--- src/hdl/utf8_stream_decoder_unit_assert.svh ---
// Assertion macros for the decoder's top-level RTL file.
`ifndef UTF8_STREAM_DECODER_UNIT_ASSERT_SVH
`define UTF8_STREAM_DECODER_UNIT_ASSERT_SVH

// Same-cycle implication, sampled on the rising clock, off during reset.
`define UTF8SD_ASSERT_IMP(lbl, ante, cons, msg) \
    lbl: assert property (@(posedge i_clk) disable iff (!i_rst_n) \
        (ante) |-> (cons)) else $error(msg);

// Next-cycle implication, sampled on the rising clock, off during reset.
`define UTF8SD_ASSERT_NXT(lbl, ante, cons, msg) \
    lbl: assert property (@(posedge i_clk) disable iff (!i_rst_n) \
        (ante) |=> (cons)) else $error(msg);

`endif

--- src/hdl/utf8sd_pkg.sv ---
// Package of types and constants for the UTF-8 stream decoder.
package utf8sd_pkg;

    // Width of the byte position counters and of the error offset field
    localparam int OFFSET_BITS = 16;
    localparam int CP_BITS     = 21;
    localparam int BYTE_BITS   = 8;

    localparam logic [OFFSET_BITS-1:0] OFFSET_MAX = {OFFSET_BITS{1'b1}};

    // Output tdata: code point then error offset, padded to whole bytes
    localparam int OUT_DATA_BITS = ((CP_BITS + OFFSET_BITS + 7) / 8) * 8;

    // Byte-order mark as decoded code point
    localparam logic [CP_BITS-1:0] BOM_CP = 21'h00FEFF;

    typedef enum logic [1:0] {
        KIND_CP  = 2'd0,
        KIND_END = 2'd1,
        KIND_ERR = 2'd2
    } t_kind;

    // Decoder state carried between bytes
    typedef struct packed {
        logic [CP_BITS-1:0]     acc;
        logic [1:0]             rem;
        logic [2:0]             width;
        logic [OFFSET_BITS-1:0] pos;
        logic [OFFSET_BITS-1:0] lead;
        logic                   discarding;
    } t_state;

    // One result item, with a flag for whether the byte gave one
    typedef struct packed {
        logic                   valid;
        t_kind                  kind;
        logic [CP_BITS-1:0]     cp;
        logic [OFFSET_BITS-1:0] off;
        logic                   fin;
    } t_result;

endpackage

--- src/hdl/utf8sd_step.sv ---
// Combinational decode of one byte against the current decoder state.
module utf8sd_step
    import utf8sd_pkg::*;
(
    input  t_state                i_state,
    input  logic [BYTE_BITS-1:0]  i_byte,
    input  logic                  i_last,
    output t_state                o_state,
    output t_result               o_result
);

    always_comb begin
        t_state                 s;
        t_result                res;
        logic [2:0]             w;
        logic [CP_BITS-1:0]     v;
        logic                   bad;
        logic                   fail_now;
        logic [OFFSET_BITS-1:0] fail_off;

        s        = i_state;
        res      = '0;
        res.kind = KIND_CP;
        w        = '0;
        v        = '0;
        bad      = 1'b0;
        fail_now = 1'b0;
        fail_off = '0;

        if (!s.discarding) begin
            if (s.rem == 2'd0) begin
                // Lead byte: width and payload bits
                case (i_byte) inside
                    8'b0???????: begin
                        w = 3'd1;
                        v = CP_BITS'(i_byte[6:0]);
                    end
                    8'b110?????: begin
                        w = 3'd2;
                        v = CP_BITS'(i_byte[4:0]);
                    end
                    8'b1110????: begin
                        w = 3'd3;
                        v = CP_BITS'(i_byte[3:0]);
                    end
                    8'b11110???: begin
                        w = 3'd4;
                        v = CP_BITS'(i_byte[2:0]);
                    end
                    default: bad = 1'b1;
                endcase
                if (bad) begin
                    fail_now = 1'b1;
                    fail_off = s.pos;
                end else begin
                    s.acc   = v;
                    s.width = w;
                    s.rem   = 2'(w - 3'd1);
                    s.lead  = s.pos;
                end
            end else begin
                // Continuation byte: six more bits
                if (i_byte[7:6] != 2'b10) begin
                    fail_now = 1'b1;
                    fail_off = s.lead;
                end else begin
                    s.acc = {s.acc[CP_BITS-7:0], i_byte[5:0]};
                    s.rem = s.rem - 2'd1;
                end
            end

            if (!fail_now) begin
                if (s.rem == 2'd0) begin
                    // Sequence complete; a leading byte-order mark is dropped
                    if ((s.lead == '0) && (s.width == 3'd3) && (s.acc == BOM_CP)) begin
                        if (i_last) begin
                            res.valid = 1'b1;
                            res.kind  = KIND_END;
                            res.fin   = 1'b1;
                        end
                    end else begin
                        res.valid = 1'b1;
                        res.kind  = KIND_CP;
                        res.cp    = s.acc;
                        res.fin   = i_last;
                    end
                    s.acc   = '0;
                    s.width = '0;
                end else if (i_last) begin
                    // String ends inside a sequence
                    fail_now = 1'b1;
                    fail_off = s.lead;
                end
            end

            if (fail_now) begin
                res.valid = 1'b1;
                res.kind  = KIND_ERR;
                res.cp    = '0;
                res.off   = fail_off;
                res.fin   = 1'b1;
                s.acc     = '0;
                s.rem     = '0;
                s.width   = '0;
                if (!i_last) begin
                    s.discarding = 1'b1;
                end
            end
        end

        // Position moves on once per byte; the last byte clears the string
        if (i_last) begin
            s = '0;
        end else if (s.pos != OFFSET_MAX) begin
            s.pos = s.pos + 1'b1;
        end

        o_state  = s;
        o_result = res;
    end

endmodule

--- src/hdl/utf8_stream_decoder_unit.sv ---
// Top level of the UTF-8 stream decoder: input stage, state and result register.
//
// Usage:
//   Slave side (i_s_*) takes one byte of text per item; tlast flags the last
//   byte of a string. Master side (o_m_*) gives zero or one result per byte:
//   tuser holds the kind (code point, end with nothing to give, error),
//   tdata the code point and the error offset, tlast the final result of
//   the string. An error is always final; later bytes of that string up to
//   its last byte are dropped.
//   Path: a byte is held in the input register, then decoded combinationally
//   into the result register.
//   Throughput: one byte per cycle while the result register has room,
//   set by the single state update between the input and result registers.
//   A stalled receiver holds the result; one more byte is still taken into
//   the input register, and bytes that give no result keep flowing.
//   Reset (synchronous, active low) clears the decoder state and both
//   register stages; the next byte is taken as the start of a new string.
module utf8_stream_decoder_unit
    import utf8sd_pkg::*;
(
    input  logic                     i_clk,
    input  logic                     i_rst_n,
    // slave side
    input  logic                     i_s_tvalid,
    output logic                     o_s_tready,
    input  logic [BYTE_BITS-1:0]     i_s_tdata,   // [7:0] in_byte
    input  logic                     i_s_tlast,   // end_of_text
    // master side
    output logic                     o_m_tvalid,
    input  logic                     i_m_tready,
    output logic [OUT_DATA_BITS-1:0] o_m_tdata,   // code_point, error_offset, zero pad
    output logic [1:0]               o_m_tuser,   // kind
    output logic                     o_m_tlast    // final_result
);

    `include "utf8_stream_decoder_unit_assert.svh"

    logic                 r_in_valid;
    logic [BYTE_BITS-1:0] r_in_byte;
    logic                 r_in_last;
    t_state               r_state;
    t_state               n_state;
    t_result              n_result;
    logic                 r_out_valid;
    t_kind                r_out_kind;
    logic [CP_BITS-1:0]   r_out_cp;
    logic [OFFSET_BITS-1:0] r_out_off;
    logic                 r_out_fin;
    logic                 s_accept;
    logic                 advance;

    // Decode of the buffered byte
    utf8sd_step u_step (
        .i_state  (r_state),
        .i_byte   (r_in_byte),
        .i_last   (r_in_last),
        .o_state  (n_state),
        .o_result (n_result)
    );

    // Buffered byte moves on when its result has room, or it gives none
    assign advance    = r_in_valid && (!r_out_valid || i_m_tready || !n_result.valid);
    assign o_s_tready = !r_in_valid || advance;
    assign s_accept   = i_s_tvalid && o_s_tready;

    // Input stage and decoder state
    always_ff @(posedge i_clk) begin
        if (!i_rst_n) begin
            r_in_valid <= 1'b0;
            r_state    <= '0;
        end else begin
            if (s_accept) begin
                r_in_valid <= 1'b1;
            end else if (advance) begin
                r_in_valid <= 1'b0;
            end
            if (advance) begin
                r_state <= n_state;
            end
        end
    end

    always_ff @(posedge i_clk) begin
        if (s_accept) begin
            r_in_byte <= i_s_tdata;
            r_in_last <= i_s_tlast;
        end
    end

    // Result register
    always_ff @(posedge i_clk) begin
        if (!i_rst_n) begin
            r_out_valid <= 1'b0;
        end else if (advance && n_result.valid) begin
            r_out_valid <= 1'b1;
        end else if (i_m_tready) begin
            r_out_valid <= 1'b0;
        end
    end

    always_ff @(posedge i_clk) begin
        if (advance && n_result.valid) begin
            r_out_kind <= n_result.kind;
            r_out_cp   <= n_result.cp;
            r_out_off  <= n_result.off;
            r_out_fin  <= n_result.fin;
        end
    end

    assign o_m_tvalid = r_out_valid;
    assign o_m_tdata  = OUT_DATA_BITS'({r_out_off, r_out_cp});
    assign o_m_tuser  = r_out_kind;
    assign o_m_tlast  = r_out_fin;

    // Checks
    `UTF8SD_ASSERT_IMP(a_err_final, r_out_valid && (r_out_kind == KIND_ERR), r_out_fin,
        "error result not marked final")
    `UTF8SD_ASSERT_IMP(a_cp_zero, r_out_valid && (r_out_kind != KIND_CP), r_out_cp == '0,
        "code point set on a result that is not a code point")
    `UTF8SD_ASSERT_IMP(a_off_zero, r_out_valid && (r_out_kind != KIND_ERR), r_out_off == '0,
        "error offset set on a result that is not an error")
    `UTF8SD_ASSERT_NXT(a_last_clears, advance && r_in_last, r_state == '0,
        "decoder state not cleared after the last byte of a string")
    `UTF8SD_ASSERT_IMP(a_discard_idle, r_state.discarding, r_state.rem == 2'd0,
        "sequence still open while discarding")

endmodule

--- config.mk ---
export PLATFORM = sky130hd
export DESIGN_NAME = utf8_stream_decoder_unit
export DESIGN_NICKNAME = d
export VERILOG_FILES = /design/src/hdl/utf8sd_pkg.sv /design/src/hdl/utf8sd_step.sv /design/src/hdl/utf8_stream_decoder_unit.sv
export VERILOG_INCLUDE_DIRS = /design/src /design/src/hdl
export SDC_FILE = /design/constraint.sdc
export NUM_CORES = 1
export LEC_CHECK = 0
export BUFFER_PORTS_ARGS = -buffer_cell sky130_fd_sc_hd__buf_2
export CORE_AREA = 3 3 113 115
export CTS_CLUSTER_DIAMETER = 200
export DETAILED_ROUTE_END_ITERATION = 6
export DIE_AREA = 0 0 116 118
export PLACE_DENSITY = 0.74
export REMOVE_ABC_BUFFERS = 1
export SETUP_SLACK_MARGIN = 0.5
export SYNTH_ARGS = -nofsm -noshare
export SYNTH_HDL_FRONTEND = slang
export SYNTH_SLANG_ARGS = --single-unit
--- constraint.sdc ---
create_clock -name i_clk -period 11.4 [get_ports i_clk]
set_input_delay 1.14 -clock i_clk [delete_from_list [all_inputs] [get_ports i_clk]]
set_output_delay 1.14 -clock i_clk [all_outputs]
set_load 0.01 [all_outputs]
==> key figures <==
Synthesis
  • Synth Instances: 532
  • Post-synth top area share: 27.7%
  • Post-Syn Area per Cell: 9.97 µm²
  • YS warnings: 0
  • Main synth FF type: dfxtp_1
  • EDFF count, synth: 49
  • Area of the mapped netlist: 5300 µm²
  • Yosys reg bits: 110
  • Seq/Total Area, Yosys: between 50% and 60%
  • Post-synth cell types: 64
  • Top post-synthesis cells by area: edfxtp_1 28%, dfxtp_1 23%, nor2_1 3.8%
  • Synth area leader: edfxtp_1
  • Post-synth ARST share: 0%

CTS
  • Post-cts resize count: 0
  • CTS sink count: between 100 and 150
  • Clk pin slew, worst setup/hold paths: about 0.07 ns
  • Clk_lat worst skew: 0.35 ns
  • Maximum buffer depth of the clock tree: 2
  • Root Buffer: clkbuf_16
  • Clock H-tree levels: 3
  • Post-CTS Setup Bufs: 0
  • Num CTS Buffers: 9
  • CTS Hold Bufs: 0
  • CTS tree: yes

Routing
  • Vias: ~4300
  • Post-route DRC violation count: 0
  • Initial detailed-routing violation count: roughly 400
  • Vias per cell: 5.96
  • Wire per inst: 17.8 µm
  • First-pass DRT Iterations: 6
  • Detailed Route WL: between 10000 and 15000 µm
  • Antenna-violating nets left: 0

STA
  • Worst Skew: 0.00740 ns
  • Final worst path period share: between 40% and 50%
  • Setup violators final: 0
  • Fmax: a little under 200 MHz
  • Hold Vio Cnt, Final: 0
  • Setup TNS: 0 ns
  • Final slew viol count: 0
  • Tmin final: 5.04 ns
  • Worst-margin pin slew: around 1.1 ns
  • Unrepaired setup endpoints after global routing: no
  • Slew headroom: 25.4%

Floorplanning
  • Vert. Die Dim: about 120 µm
  • Row count: 40
  • Initial Utilization: between 40% and 50%
  • Ports: between 50 and 60
  • Die W: about 120 µm
  • Die area: 13700 µm²
  • Core Box Area: roughly 12000 µm²

Power
  • Internal Power: about 0.61 mW
  • Clock power frac: 36.8%
  • Max IR drop VDD: 0.0000801 V
  • Switching power: 0.207 mW
  • Gate power share: approximately a tenth
  • Sequential Power Share: between 50 and 60%
  • Sw frac: between 20 and 30%
  • Lkg Pwr: 2.14 nW
  • Power per standard cell area: ~140 nW/µm²

Worst setup path
  • Slowest CP cell: ha_1
  • Worst stage delay on the critical path: roughly 0.72 ns
  • Kind of start point of the critical path: register
  • Critical path peak fanout: 26
  • R2R depth: 9
  • Worst path cell trace: inv_1 > ha_1 > inv_1 > nor3_2 > o21ai_0 > or3_1 > nor4_1 > nand2b_1 > a211oi_1 > inv_1 > buf_2
  • Worst reg2reg startpoint: r_state[36]
  • Worst endpoint required time: between 10 and 15 ns
  • WP data arrival: about 3.9 ns
  • Most used cell, CP: inv_1
  • Worst setup path category: reg -> out
  • Worst Setup SP: r_state[36]
  • CP Capture Type: primary output

Global route
  • Total grt overflow: 0
  • Global Route Usage Sum: 19.2%
  • Vias in the first global route: around 4000
  • Antenna violations before repair: 0
  • First-pass GRT wire length: approximately 21000 µm
  • Largest net degree at the start of global routing: 41

Placed design
  • IO buf count: between 50 and 60
  • Placed cell area: around 5600 µm²
  • GPL Wtd Cong: 0.927
  • Detailed placement HPWL: ~8900 µm

Job
  • # Max-Cap Violations: 0

Min path
  • Tightest Hold Check Type: reg -> reg
  • Worst Hold Launch: r_state[33]
  • Hold-critical path depth: 2

Finish
  • Proportion of layout cells with a drive suffix above 1: between 15 and 20%
  • Syn-to-layout area delta: 11.3%
  • Fin area: a little under 6000 µm²
  • Nets: just under 600
  • Diodes inserted: 0

Run status
  • Status: completed
power groups by stage:
stage                     clock network [mW]  logic (mW)  registers [mW]
after detailed placement                   0      0.0813           0.443
after global routing                   0.320      0.0900           0.436
after global placement                     0      0.0800           0.443
after floorplan                            0      0.0468           0.445
final                                  0.301      0.0819           0.434
after CTS                              0.304      0.0816           0.434
metrics by stage:
stage               setup slack, ns  power [mW]  util, %  hold WS [ns]  instances
floorplan                      6.62       0.492        -         0.429        499
global placement               6.88       0.523     47.2         0.448        704
detailed placement             6.85       0.524     47.2         0.451        704
CTS                            6.44       0.820     49.6         0.462        719
global route                   5.99       0.846     49.6         0.492        719
finish                         6.36       0.817     49.6         0.463        719
cells by family (layout without fill, tap and decap cells):
| group | Yosys count | count (layout) | synth area share, % |
|---|---|---|---|
| AOI/OAI and AO/OA | 115 | 115 | 15.1 |
| xor gates and xnor gates | 2 | 2 | 0.330 |
| adders and majority gates | 2 | 2 | 0.472 |
| buffers and inverters | 50 | 88 | 4.60 |
| DFF | 110 | 110 | 50.8 |
| muxes | 16 | 16 | 3.04 |
| other | 1 | 3 | 0.0707 |
| and+or+nand+nor | 236 | 236 | 25.6 |
synthesized netlist by cell type, drive strengths merged (7+ instances only):
cell,n
or4,8
nand4,7
a22oi,17
a21oi,28
dfxtp,61
edfxtp,49
nand2,39
o21ai,16
or4b,7
and2,30
nand3,13
nor3,7
nor2,54
inv,14
buf,14
or3,17
mux2i,15
nand2b,10
clkbuf,21
nor4,16
a22o,16
o211ai,8
cells in the final DEF (no fill, tap or decap), drive strengths merged, types with 4 or more instances in the layout:
cell type,netlist,layout
and2,30,30
nand4b,4,4
nor3,7,7
and4,5,5
nand4,7,7
inv,14,15
nor2b,6,6
or3,17,17
a211oi,5,5
buf,14,58
nor2,54,54
edfxtp,49,49
o21ai,16,16
nand2,39,39
clkbuf,21,11
or4,8,8
a22oi,17,17
nand2b,10,10
nand3,13,13
o22ai,6,6
o211ai,8,8
o31ai,4,4
mux2i,15,15
dfxtp,61,61
a22o,16,16
nor4,16,16
a21oi,28,28
or3b,6,6
or4b,7,7
per-layer routing:
layer	track usage [%]	vias up	part of all wire, %
li1	-	2057	-
met1	28.3	2027	47
met2	28.0	187	44
met3	3.50	17	7.4
met4	6.74	0	1.6
met5	0	-	0
registers in the layout, indices dropped and copies added (netlist names), 2 cells and up:
register and count:
r_out_cp 21, r_state 59, r_in_byte 8, o_m_tuser 2, r_out_off 16
final timing paths:
kind                               endpoint  slack (ns)
worst max-delay path             o_s_tready        6.36
worst max register to register  r_out_cp[5]        6.90
worst min register to register  r_state[33]        0.46
worst min-delay path            r_state[33]        0.46
critical path: cells and delay by family, from the launching register on:
kind            cells  cell delay [ns]
compound gates      2             0.37
fa+ha+maj           1             0.72
buf+inv             4             0.50
flops               1             0.33
simple gates        4             1.61
area by class of cell:
cell class / count / area (µm²)
flip-flops and latches: 110 / 2690
inverters: 15 / 56.3
fillers: 1089 / 6010
repair buffers: 58 / 300
well taps: 147 / 184
clock buffers: 11 / 254
clock inverters: 4 / 30.0
multi-input cells: 374 / 2390
Note: power is estimated with default switching activity, not from simulation.
